File: src/rtl/kmsk_pkg.sv
// Types and constants shared by the key matrix rollover scanner.
`default_nettype none
package kmsk_pkg;

	localparam int TIME_W            = 32;
	localparam int MAP_W             = 20;
	localparam int SLOT_OUT_W        = 5;
	localparam int SLOT_OUTS         = 6;
	localparam int CMD_W             = 2;
	localparam int ROW_IN_W          = 3;
	localparam logic [TIME_W-1:0] DEBOUNCE_RESET_US = 32'd20000;

	typedef enum logic [CMD_W-1:0] {
		CMD_POLL    = 2'd0,
		CMD_PRESS   = 2'd1,
		CMD_RELEASE = 2'd2,
		CMD_BOTH    = 2'd3
	} kmsk_cmd_t;

	// Operation applied to the slot bank for one key
	typedef enum logic [1:0] {
		KEY_NOP,
		KEY_ADD,
		KEY_DEL
	} kmsk_key_op_t;

endpackage
`default_nettype wire

File: src/rtl/key_matrix_six_key_rollover_unit.sv
// Key matrix scanner with per-row debounce and six-key rollover slots.
//
// Input channel: in_valid / in_stall carry command, row_index, time_us and
// pressed_map. One item is taken when in_valid is high and in_stall low;
// in_stall stays high until that item's result is in the output register.
// Output channel: out_valid / out_stall carry accepted and slot_0..slot_5,
// the slot contents after the item. A result waits in the output register
// while out_stall is high; the next item is taken meanwhile and finishes
// its walk, then holds until the register frees.
// Config: cfg_valid / cfg_ready write debounce_interval_us (cfg_ready is
// always high); write only while no item is in flight.
// Each item walks the K = ROW_COUNT * COLUMN_COUNT keys, one key per cycle
// through the shared slot bank: a poll or single-edge item walks them once,
// a press-and-release item twice and a dropped item not at all. in_stall
// drops right after the result is loaded into the output register.
// Reset: slots empty, row times zero, interval 20000 us, channels idle.
`default_nettype none
module key_matrix_six_key_rollover_unit #(
	parameter int ROW_COUNT    = 5,
	parameter int COLUMN_COUNT = 4,
	parameter int SLOT_COUNT   = 6
) (
	input  wire logic                            clk,
	input  wire logic                            arst_n,
	// configuration
	input  wire logic                            cfg_valid,
	output logic                                 cfg_ready,
	input  wire logic [kmsk_pkg::TIME_W-1:0]     cfg_data,
	// input items
	input  wire logic                            in_valid,
	output logic                                 in_stall,
	input  wire logic [kmsk_pkg::CMD_W-1:0]      command,
	input  wire logic [kmsk_pkg::ROW_IN_W-1:0]   row_index,
	input  wire logic [kmsk_pkg::TIME_W-1:0]     time_us,
	input  wire logic [kmsk_pkg::MAP_W-1:0]      pressed_map,
	// result items
	output logic                                 out_valid,
	input  wire logic                            out_stall,
	output logic                                 accepted,
	output logic [kmsk_pkg::SLOT_OUT_W-1:0]      slot_0,
	output logic [kmsk_pkg::SLOT_OUT_W-1:0]      slot_1,
	output logic [kmsk_pkg::SLOT_OUT_W-1:0]      slot_2,
	output logic [kmsk_pkg::SLOT_OUT_W-1:0]      slot_3,
	output logic [kmsk_pkg::SLOT_OUT_W-1:0]      slot_4,
	output logic [kmsk_pkg::SLOT_OUT_W-1:0]      slot_5
);
	import kmsk_pkg::*;

	localparam int KEY_COUNT = ROW_COUNT * COLUMN_COUNT;
	localparam int ROW_W     = (ROW_COUNT > 1) ? $clog2(ROW_COUNT) : 1;
	localparam int COL_W     = (COLUMN_COUNT > 1) ? $clog2(COLUMN_COUNT) : 1;
	localparam int POS_W     = (KEY_COUNT > 1) ? $clog2(KEY_COUNT) : 1;
	localparam int CODE_W    = $clog2(KEY_COUNT + 1);

	typedef enum logic [1:0] {
		ST_IDLE,
		ST_CHECK,
		ST_WALK,
		ST_DONE
	} state_t;

	typedef enum logic [1:0] {
		PASS_POLL,
		PASS_PRESS,
		PASS_RELEASE
	} pass_t;

	state_t                state_q;
	pass_t                 pass_q;
	kmsk_cmd_t             cmd_q;
	logic [ROW_W-1:0]      row_sel_q;
	logic [TIME_W-1:0]     time_q;
	logic [MAP_W-1:0]      map_q;
	logic                  acc_q;
	logic [ROW_W-1:0]      row_cnt_q;
	logic [COL_W-1:0]      col_cnt_q;
	logic [POS_W-1:0]      pos_q;
	logic                  out_valid_q;
	logic                  out_acc_q;
	logic [SLOT_OUT_W-1:0] out_slot_q [SLOT_OUTS];

	logic                  in_take;
	logic                  db_pass;
	logic                  db_commit;
	logic [KEY_COUNT-1:0]  key_map;
	logic                  key_down;
	logic                  last_row;
	logic                  last_key;
	kmsk_key_op_t          key_op;
	logic [CODE_W-1:0]     key_code;
	logic [CODE_W-1:0]     slots [SLOT_COUNT];
	logic [SLOT_OUT_W-1:0] slot_view [SLOT_OUTS];

	assign cfg_ready = 1'b1;
	assign in_stall  = (state_q != ST_IDLE);
	assign in_take   = in_valid && (state_q == ST_IDLE);

	// keys past the snapshot width read as released
	for (genvar k = 0; k < KEY_COUNT; k++) begin : g_key
		if (k < MAP_W) begin : g_in
			assign key_map[k] = map_q[k];
		end else begin : g_out
			assign key_map[k] = 1'b0;
		end
	end

	assign key_down = key_map[pos_q];
	assign key_code = CODE_W'(pos_q) + CODE_W'(1);
	assign last_row = (row_cnt_q == ROW_W'(ROW_COUNT - 1));
	assign last_key = last_row && (col_cnt_q == COL_W'(COLUMN_COUNT - 1));

	always_comb begin
		key_op = KEY_NOP;
		if (state_q == ST_WALK) begin
			if (key_down && (pass_q != PASS_RELEASE)) begin
				key_op = KEY_ADD;
			end else if (!key_down && (pass_q != PASS_PRESS)) begin
				key_op = KEY_DEL;
			end
		end
	end

	assign db_commit = (state_q == ST_CHECK) && db_pass;

	kmsk_debounce #(
		.ROW_COUNT(ROW_COUNT)
	) u_debounce (
		.clk     (clk),
		.arst_n  (arst_n),
		.cfg_we  (cfg_valid),
		.cfg_data(cfg_data),
		.row     (row_sel_q),
		.now     (time_q),
		.commit  (db_commit),
		.pass    (db_pass)
	);

	kmsk_slot_bank #(
		.SLOT_COUNT(SLOT_COUNT),
		.CODE_W    (CODE_W)
	) u_slots (
		.clk   (clk),
		.arst_n(arst_n),
		.op    (key_op),
		.code  (key_code),
		.slots (slots)
	);

	for (genvar i = 0; i < SLOT_OUTS; i++) begin : g_view
		if (i < SLOT_COUNT) begin : g_slot
			assign slot_view[i] = SLOT_OUT_W'(slots[i]);
		end else begin : g_none
			assign slot_view[i] = '0;
		end
	end

	always_ff @(posedge clk or negedge arst_n) begin
		if (!arst_n) begin
			state_q     <= ST_IDLE;
			pass_q      <= PASS_POLL;
			cmd_q       <= CMD_POLL;
			row_sel_q   <= '0;
			time_q      <= '0;
			map_q       <= '0;
			acc_q       <= 1'b0;
			row_cnt_q   <= '0;
			col_cnt_q   <= '0;
			pos_q       <= '0;
			out_valid_q <= 1'b0;
			out_acc_q   <= 1'b0;
			for (int i = 0; i < SLOT_OUTS; i++) begin
				out_slot_q[i] <= '0;
			end
		end else begin
			if ((state_q == ST_DONE) && (!out_valid_q || !out_stall)) begin
				out_valid_q <= 1'b1;
			end else if (out_valid_q && !out_stall) begin
				out_valid_q <= 1'b0;
			end
			case (state_q)
				ST_IDLE: begin
					if (in_take) begin
						cmd_q     <= kmsk_cmd_t'(command);
						// out-of-range rows debounce as row 0
						row_sel_q <= (32'(row_index) < ROW_COUNT) ? ROW_W'(row_index) : '0;
						time_q    <= time_us;
						map_q     <= pressed_map;
						acc_q     <= 1'b1;
						row_cnt_q <= '0;
						col_cnt_q <= '0;
						pos_q     <= '0;
						pass_q    <= PASS_POLL;
						state_q   <= (kmsk_cmd_t'(command) == CMD_POLL) ? ST_WALK : ST_CHECK;
					end
				end
				ST_CHECK: begin
					if (db_pass) begin
						pass_q  <= (cmd_q inside {CMD_PRESS, CMD_BOTH}) ? PASS_PRESS
						                                                : PASS_RELEASE;
						state_q <= ST_WALK;
					end else begin
						acc_q   <= 1'b0;
						state_q <= ST_DONE;
					end
				end
				ST_WALK: begin
					// column-major walk: rows inside each column
					if (last_key) begin
						row_cnt_q <= '0;
						col_cnt_q <= '0;
						pos_q     <= '0;
						if ((pass_q == PASS_PRESS) && (cmd_q == CMD_BOTH)) begin
							pass_q <= PASS_RELEASE;
						end else begin
							state_q <= ST_DONE;
						end
					end else if (last_row) begin
						row_cnt_q <= '0;
						col_cnt_q <= col_cnt_q + COL_W'(1);
						pos_q     <= POS_W'(col_cnt_q) + POS_W'(1);
					end else begin
						row_cnt_q <= row_cnt_q + ROW_W'(1);
						pos_q     <= pos_q + POS_W'(COLUMN_COUNT);
					end
				end
				ST_DONE: begin
					if (!out_valid_q || !out_stall) begin
						out_acc_q   <= acc_q;
						for (int i = 0; i < SLOT_OUTS; i++) begin
							out_slot_q[i] <= slot_view[i];
						end
						state_q <= ST_IDLE;
					end
				end
				default: begin
					state_q <= ST_IDLE;
				end
			endcase
		end
	end

	assign out_valid = out_valid_q;
	assign accepted  = out_acc_q;
	assign slot_0    = out_slot_q[0];
	assign slot_1    = out_slot_q[1];
	assign slot_2    = out_slot_q[2];
	assign slot_3    = out_slot_q[3];
	assign slot_4    = out_slot_q[4];
	assign slot_5    = out_slot_q[5];

endmodule
`default_nettype wire

File: src/rtl/kmsk_debounce.sv
// Per-row event time store and debounce compare.
`default_nettype none
module kmsk_debounce #(
	parameter int ROW_COUNT = 5,
	localparam int ROW_W = (ROW_COUNT > 1) ? $clog2(ROW_COUNT) : 1
) (
	input  wire logic                        clk,
	input  wire logic                        arst_n,
	input  wire logic                        cfg_we,
	input  wire logic [kmsk_pkg::TIME_W-1:0] cfg_data,
	input  wire logic [ROW_W-1:0]            row,
	input  wire logic [kmsk_pkg::TIME_W-1:0] now,
	input  wire logic                        commit,
	output logic                             pass
);
	import kmsk_pkg::*;

	logic [TIME_W-1:0] interval_q;
	logic [TIME_W-1:0] row_time_q [ROW_COUNT];
	logic [TIME_W-1:0] elapsed;

	// wrapping difference against the row's last accepted event
	assign elapsed = now - row_time_q[row];
	assign pass    = !(elapsed < interval_q);

	always_ff @(posedge clk or negedge arst_n) begin
		if (!arst_n) begin
			interval_q <= DEBOUNCE_RESET_US;
			for (int r = 0; r < ROW_COUNT; r++) begin
				row_time_q[r] <= '0;
			end
		end else begin
			if (cfg_we) begin
				interval_q <= cfg_data;
			end
			if (commit) begin
				row_time_q[row] <= now;
			end
		end
	end

endmodule
`default_nettype wire

File: src/rtl/kmsk_slot_bank.sv
// Rollover slot bank: applies one key add or remove per cycle.
`default_nettype none
module kmsk_slot_bank #(
	parameter int SLOT_COUNT = 6,
	parameter int CODE_W     = 5
) (
	input  wire logic                   clk,
	input  wire logic                   arst_n,
	input  wire kmsk_pkg::kmsk_key_op_t op,
	input  wire logic [CODE_W-1:0]      code,
	output logic      [CODE_W-1:0]      slots [SLOT_COUNT]
);
	import kmsk_pkg::*;

	logic [CODE_W-1:0]     slot_q [SLOT_COUNT];
	logic [SLOT_COUNT-1:0] match;
	logic [SLOT_COUNT-1:0] add_sel;
	logic                  hit;

	always_comb begin
		logic seen;
		seen = 1'b0;
		hit  = 1'b0;
		for (int i = 0; i < SLOT_COUNT; i++) begin
			match[i]   = (slot_q[i] == code);
			hit        = hit | match[i];
			// first empty slot only
			add_sel[i] = !seen && (slot_q[i] == '0);
			seen       = seen | (slot_q[i] == '0);
		end
	end

	always_ff @(posedge clk or negedge arst_n) begin
		if (!arst_n) begin
			for (int i = 0; i < SLOT_COUNT; i++) begin
				slot_q[i] <= '0;
			end
		end else begin
			case (op)
				KEY_ADD: begin
					if (!hit) begin
						for (int i = 0; i < SLOT_COUNT; i++) begin
							if (add_sel[i]) begin
								slot_q[i] <= code;
							end
						end
					end
				end
				KEY_DEL: begin
					for (int i = 0; i < SLOT_COUNT; i++) begin
						if (match[i]) begin
							slot_q[i] <= '0;
						end
					end
				end
				default: begin
				end
			endcase
		end
	end

	always_comb begin
		for (int i = 0; i < SLOT_COUNT; i++) begin
			slots[i] = slot_q[i];
		end
	end

endmodule
`default_nettype wire

File: config.mk
export PLATFORM = sky130hd
export DESIGN_NAME = key_matrix_six_key_rollover_unit
export DESIGN_NICKNAME = d
export VERILOG_FILES = /design/src/rtl/kmsk_pkg.sv /design/src/rtl/key_matrix_six_key_rollover_unit.sv /design/src/rtl/kmsk_debounce.sv /design/src/rtl/kmsk_slot_bank.sv
export SDC_FILE = /design/constraint.sdc
export NUM_CORES = 1
export LEC_CHECK = 0
export BUFFER_PORTS_ARGS = -buffer_cell sky130_fd_sc_hd__buf_4
export CAP_MARGIN = 15
export CORE_ASPECT_RATIO = 0.6
export CORE_MARGIN = 3
export CORE_UTILIZATION = 30
export DETAILED_ROUTE_END_ITERATION = 7
export GPL_TIMING_DRIVEN = 0
export PLACE_DENSITY = 0.46
export SLEW_MARGIN = 20
export SYNTH_ARGS = -nofsm -noshare
export SYNTH_HDL_FRONTEND = slang
export SYNTH_SLANG_ARGS = --single-unit
File: constraint.sdc
create_clock -name clk -period 11.4 [get_ports clk]
set_input_delay 2.28 -clock clk [delete_from_list [all_inputs] [get_ports clk]]
set_output_delay 2.28 -clock clk [all_outputs]
set_load 0.01 [all_outputs]
==> impl_metrics.tcl, run 1 <==
set metrics [dict create \
    syn_nets 1494 \
    fin_skew_ns 0.02314 \
    die_h_um 188.5 \
    crit_required_ns 11.82 \
    tightest_slew_ns 1.072 \
    cts_buffers 37 \
    syn_inst 1327 \
    grt_max_degree 74 \
    synth_common_cells "dfrtp_1, mux2_2, nand2_1" \
    critPathArrivalTime_ns 8.37 \
    ys.flop_type "dfrtp_1" \
    top_layer_used "met5" \
    grt_pass1_vias 11510 \
    cellLeakagePower_nw 9.139 \
    outcome "finished, final reports clean" \
    path_clk_slew_ns 0.06 \
    ant_nets 0 \
    finalHoldViolations 0 \
    worstSetupStartpointType "flop" \
    grt_use_total_pct 15.57 \
    fp.coreArea_um2 54500 \
    finalMaxSlewViolations 0 \
    crit_type "flop to flop" \
    routed_wl_mm 45.28 \
    place.gp.congestion 0.8256 \
    synth_seq_area_share_pct 49.03 \
    max_slew_margin_pct 28.05 \
    ys_seq_elements 326 \
    yosysTopAreaCell "dfrtp_1" \
    maxCapViolations 0 \
    setup-tns-final_ns 0 \
    final_util_pct 36.42 \
    vdd_ir_drop_max_uv 131.7 \
    holdWs_ns 0.4826 \
    wl_met2_mm 17.33 \
    h-tree-depth 2 \
    rsz0062_at_grt "no" \
    cp_slowest_cell "buf_1" \
    fillers 5351 \
    synth_top_area_share_pct 48.25 \
    setup_viol 0 \
    cts.hold.buffers_added 0 \
    synthTopCellsByArea "dfrtp_1, mux2_2, ha_1" \
    crit_chain "clkbuf_1 > buf_1 > mux4_2 > a22oi_1 > ha_1 > a21oi_1 > nor2_1 > a2111oi_0 > a21boi_1 > a31oi_1 > o21ai_0 > and3_1 > a211oi_1 > ha_1 > nand4_1 > nor3_1 > and3_1 > o2111ai_1 > a31oi_1 > nor3_4 > a21oi_1 > buf_2 > mux2_2" \
    worstPathMaxFanout 10 \
    dr.pass1.iters 5 \
    netlist_area_um2 16650 \
    drt_iter0_markers 588 \
    grt_pass1_wl_mm 70.05 \
    nets 1662 \
    die_w_um 310.1 \
    worstSetupEndpointType "flop" \
    avgSynthCellArea_um2 12.55 \
    viasPerCell 4.975 \
    drc_errors 0 \
    postCtsSetupRepairBufs 0 \
    synthArstFlopShare_pct 100.0 \
    place_hpwl_mm 33.84 \
    min_path_type "flop to flop" \
    die-area_um2 58450 \
    pin_count 128 \
    antenna_found_initial 2 \
    synth_edf_count 0 \
    area_growth_pct 19.23 \
    fin_crit_ns 7.946 \
    start_util_pct 30.55 \
    cts_resized 0 \
    design_area_um2 19850 \
    tritoncts "yes" \
    rows 66 \
    cts_buffer_depth 3 \
    portBuffers 125 \
    clock-sinks 326 \
    p_per_area_nw_per_um2 350.9 \
    layout-drive-gt1-share_pct 31.62 \
    postPlaceCellArea_um2 18600 \
    synth_cell_type_count 77 \
    yosysWarnings 0 \
    drt-met1-wl_mm 25.02 \
    grt.overflow.total 0 \
    wl_met3_mm 2.207 \
    slowest_delay_ns 0.82 \
    wl_per_cell_um 20.23 \
    period_share_pct 69.70 \
    cts_root_buf "clkbuf_16" \
    dr_total_vias 11140 \
    synth.most_common_cell "dfrtp_1" \
    insertion_delay_ns 0.56 \
    fmax_mhz 125.8 \
]
==> worst paths after layout <==
| path | start | slack, ns | cells past startpoint | end |
|---|---|---|---|---|
| min in group asynchronous | arst_n | 1.68 | 1 | slot_4[1]$_DFFE_PN0P_ |
| min | u_debounce.row_time_q[68]$_DFFE_PN0P_ | 0.48 | 1 | u_debounce.row_time_q[68]$_DFFE_PN0P_ |
| min reg2reg | u_debounce.row_time_q[68]$_DFFE_PN0P_ | 0.48 | 1 | u_debounce.row_time_q[68]$_DFFE_PN0P_ |
| max | row_sel_q[0]$_DFFE_PN0P_ | 3.45 | 23 | u_debounce.row_time_q[56]$_DFFE_PN0P_ |
| max in group asynchronous | arst_n | 8.27 | 4 | time_q[19]$_DFFE_PN0P_ |
| max reg2reg | row_sel_q[0]$_DFFE_PN0P_ | 3.45 | 23 | u_debounce.row_time_q[56]$_DFFE_PN0P_ |
==> worst max-delay path: cells and delay by family, from the launching register on <==
family,cells,cell delay [ns]
AOI/OAI and AO/OA,10,3.08
adders and majority gates,2,0.56
buffers and inverters,3,1.75
DFF,1,0.32
muxes,2,1.07
and+or+nand+nor,6,1.05
==> layout make-up <==
type	count	area (um^2)	area share (%)
Sequential cell	326	8164	41.13
Multi-Input combinational cell	878	7975	40.17
Timing Repair Buffer	129	1056	5.320
Clock buffer	52	1052	5.301
Tap cell	714	893.4	4.500
Buffer	59	271.5	1.368
Inverter	64	240.2	1.210
Clock inverter	13	191.4	0.9643
Antenna cell	3	7.507	0.03782
==> cells by family after synthesis <==
family | Yosys count | share of synthesized area [%]
adder cells (fa/ha/maj) | 73 | 5.531
other | 1 | 0.02252
AND/OR/NAND/NOR | 216 | 6.297
multiplexers | 288 | 21.96
XOR/XNOR | 61 | 4.201
AO/OA/AOI/OAI | 239 | 9.890
flip-flops | 326 | 49.03
buffers and inverters | 123 | 3.066
==> cells in the final DEF, fill, tap and decap left out, types with 6 or more instances in the layout <==
cell type / instances
o21a_1: 11
o22ai_1: 7
and3_1: 8
nand3_1: 15
clkbuf_1: 32
buf_4: 131
clkbuf_16: 37
dfrtp_1: 321
a21o_1: 22
nor2_1: 42
xnor3_1: 12
a22oi_1: 31
a31oi_1: 12
nand4_1: 12
o21ai_0: 50
mux4_2: 37
nor2b_1: 8
a21oi_1: 31
buf_2: 16
nand2_1: 86
o31ai_1: 8
nor3_1: 11
xor2_1: 18
a211oi_1: 9
inv_1: 63
ha_1: 72
clkinv_2: 7
clkbuf_8: 7
mux2_1: 35
mux2_2: 213
buf_1: 9
a22o_1: 6
xnor2_1: 31
==> per-layer routing <==
layer,GRT usage (%),up-vias
met5,0,-
met4,3.052,2
met3,3.314,48
met2,20.42,191
met1,25.63,5690
li1,-,5204
==> through the flow <==
step | setup slack, ns | total power, mW | std cells
after global placement | 3.425 | 5.653 | 2166
after CTS | 3.352 | 7.006 | 2235
after detailed placement | 3.393 | 5.729 | 2170
after global routing | 2.761 | 7.534 | 2235
after floorplan | 5.187 | 4.598 | 1327
final | 3.454 | 6.967 | 2238
==> flip-flops by register name, summed over array words and instances (netlist names), 20 cells and up <==
register               count
time_q                    32
u_slots.slots             30
u_debounce.row_time_q    160
key_map                   20
u_debounce.interval_q     32
==> report_power, final <==
part           switching [mW]  internal (mW)  total, mW
Sequential              0.361           1.57       1.93
Combinational            2.06           1.75       3.81
Clock                   0.507          0.719       1.23
Power figures use the tool's default switching activity.
==> run 2: changes to the inputs <==
Settings changed: PLACE_DENSITY 0.46 to 0.47.
Clock period 11.4 ns to 6.7 ns, I/O delays scaled along.
==> impl_metrics.tcl, run 2 (synthesis results as in run 1) <==
set metrics [dict create \
    largestRegisters "u_debounce.row_time_q: 160 flops, time_q: 32 flops, u_debounce.interval_q: 32 flops" \
    worstSetupEndpointType "flop" \
    crit_chain "clkbuf_4 > buf_4 > mux4_2 > a22oi_1 > ha_1 > and2_1 > a221o_1 > o211ai_1 > a21boi_1 > a31oi_2 > o21ai_0 > and3_1 > a211oi_1 > ha_1 > nand4_1 > nor3_1 > and3_1 > o2111ai_1 > a31oi_2 > nor3_4 > a2111oi_4 > buf_4 > buf_4 > mux2_1" \
    nets 1671 \
    cts_root_buf "clkbuf_16" \
    final_common_cell "dfrtp_1" \
    fin_ws_ns 0.3653 \
    rows 66 \
    worstSetupStartpointType "flop" \
    dr_total_vias 11140 \
    fp.coreArea_um2 54500 \
    ant_nets 0 \
    viasPerCell 4.961 \
    outcome "finished, final reports clean" \
    layout-drive-gt1-share_pct 33.88 \
    critPathArrivalTime_ns 6.76 \
    place.gp.congestion 0.8180 \
    drc_errors 0 \
    setup-tns-final_ns 0 \
    largest_reg_flops 160 \
    stdcell_count 2246 \
    final_cell_mix "dfrtp_1, mux2_2, buf_4" \
    fillers 5301 \
    grt_pass1_wl_mm 70.17 \
    tritoncts "yes" \
    antennaDiodeCount 0 \
    max_slew_margin_pct 31.04 \
    worstPathMaxFanout 10 \
    die-area_um2 58450 \
    min_path_type "flop to flop" \
    p_per_area_nw_per_um2 598.0 \
    dr.pass1.iters 5 \
    path_clk_slew_ns 0.06 \
    wl_per_cell_um 20.10 \
    cts_buffer_depth 3 \
    placed_cells 2170 \
    cp_slowest_cell "dfrtp_1" \
    crit_top_cell "buf_4" \
    period_share_pct 94.55 \
    grt_max_degree 71 \
    die_w_um 310.1 \
    area_growth_pct 20.19 \
    tightest_slew_ns 1.034 \
    h-tree-depth 2 \
    antenna_found_initial 1 \
    cellLeakagePower_nw 9.223 \
    grt_pass1_vias 11500 \
    setup_viol 0 \
    vdd_ir_drop_max_uv 241.3 \
    drt_iter0_markers 598 \
    maxCapViolations 0 \
    die_h_um 188.5 \
    grt_use_total_pct 15.53 \
    rsz0062_at_grt "no" \
    start_util_pct 30.55 \
    crit_required_ns 7.13 \
    dp_slack_ns -1.287 \
    fin_crit_ns 6.335 \
    finalMaxSlewViolations 0 \
    pin_count 128 \
    clock-sinks 326 \
    power.total_mw 11.97 \
    crit_type "flop to flop" \
    insertion_delay_ns 0.55 \
    grt.overflow.total 0 \
    fin_skew_ns 0.02278 \
    cts_buffers 37 \
    slowest_delay_ns 0.41 \
    portBuffers 125 \
    routed_wl_mm 45.15 \
    cts.hold.buffers_added 0 \
    largest_register "u_debounce.row_time_q" \
    finalHoldViolations 0 \
    place_hpwl_mm 33.75 \
    fmax_mhz 157.9 \
]
[run 2: cell count changes in the layout (fill, tap and decap cells not counted), sizes merged]
| cell | before | now |
|---|---|---|
| clkbuf | 79 | 76 |
| buf | 161 | 172 |
| bufinv | 3 | 2 |
| clkinv | 10 | 9 |
| diode | 3 | 0 |
| clkinvlp | 0 | 3 |
| inv | 64 | 66 |
[run 2: worst paths after layout]
| path | from | to | slack (ns) | cells past startpoint |
|---|---|---|---|---|
| max | row_sel_q[1]$_DFFE_PN0P_ | u_debounce.row_time_q[66]$_DFFE_PN0P_ | 0.37 | 24 |
| min | u_debounce.row_time_q[86]$_DFFE_PN0P_ | u_debounce.row_time_q[86]$_DFFE_PN0P_ | 0.48 | 1 |
| max reg2reg | row_sel_q[1]$_DFFE_PN0P_ | u_debounce.row_time_q[66]$_DFFE_PN0P_ | 0.37 | 24 |
| min reg2reg | u_debounce.row_time_q[86]$_DFFE_PN0P_ | u_debounce.row_time_q[86]$_DFFE_PN0P_ | 0.48 | 1 |
| max in group asynchronous | arst_n | time_q[5]$_DFFE_PN0P_ | 4.14 | 5 |
| min in group asynchronous | arst_n | u_debounce.row_time_q[155]$_DFFE_PN0P_ | 0.73 | 1 |
[run 2: what timing repair did]
item | CTS | global route
pin swaps | 3 | 2
setup endpoints to repair | 164 | 164
buffers inserted | 8 | 2
endpoints found under the hold margin | 0 | 0
gates resized for setup | 26 | 25
[run 2: where the power goes]
| group | switching (mW) | leakage [nW] | internal [mW] |
|---|---|---|---|
| Combinational | 3.54 | 4.42 | 3.08 |
| Sequential | 0.614 | 4.20 | 2.67 |
| Clock | 0.868 | 0.604 | 1.20 |
[run 2: final cells by class]
cell class	count	area, um^2	share of cell area [%]
Multi-Input combinational cell	878	8053	40.24
Clock inverter	16	165.2	0.8253
Inverter	64	244.0	1.219
Clock buffer	51	1059	5.290
Buffer	58	301.5	1.507
Tap cell	714	893.4	4.464
Timing Repair Buffer	139	1131	5.652
Sequential cell	326	8165	40.80
[run 2: routing by layer]
layer	vias to the layer above	track usage [%]	part of all wire, %
met1	5737	25.41	55
met4	2	2.580	1.2
li1	5198	-	-
met5	-	0	0.029
met2	162	20.90	40
met3	44	3.101	4.1
[run 2: per-stage QoR]
step           cell area, um^2  util [%]  hold WS (ns)
2_1_floorplan            16650         -        0.4524
3_3_place_gp             18480     33.91        0.4630
3_5_place_dp             18600     34.13        0.4687
4_1_cts                  19950     36.60        0.4829
5_1_grt                  20010     36.72        0.4920
6_report                 20010     36.72        0.4813
[run 2: worst max-delay path: cells and delay by family, from the launching register on]
family | cells | cell delay [ns]
AOI/OAI and AO/OA | 10 | 2.51
and+or+nand+nor | 6 | 1.10
buffers and inverters | 4 | 0.91
DFF | 1 | 0.41
adders and majority gates | 2 | 0.54
muxes | 2 | 0.71
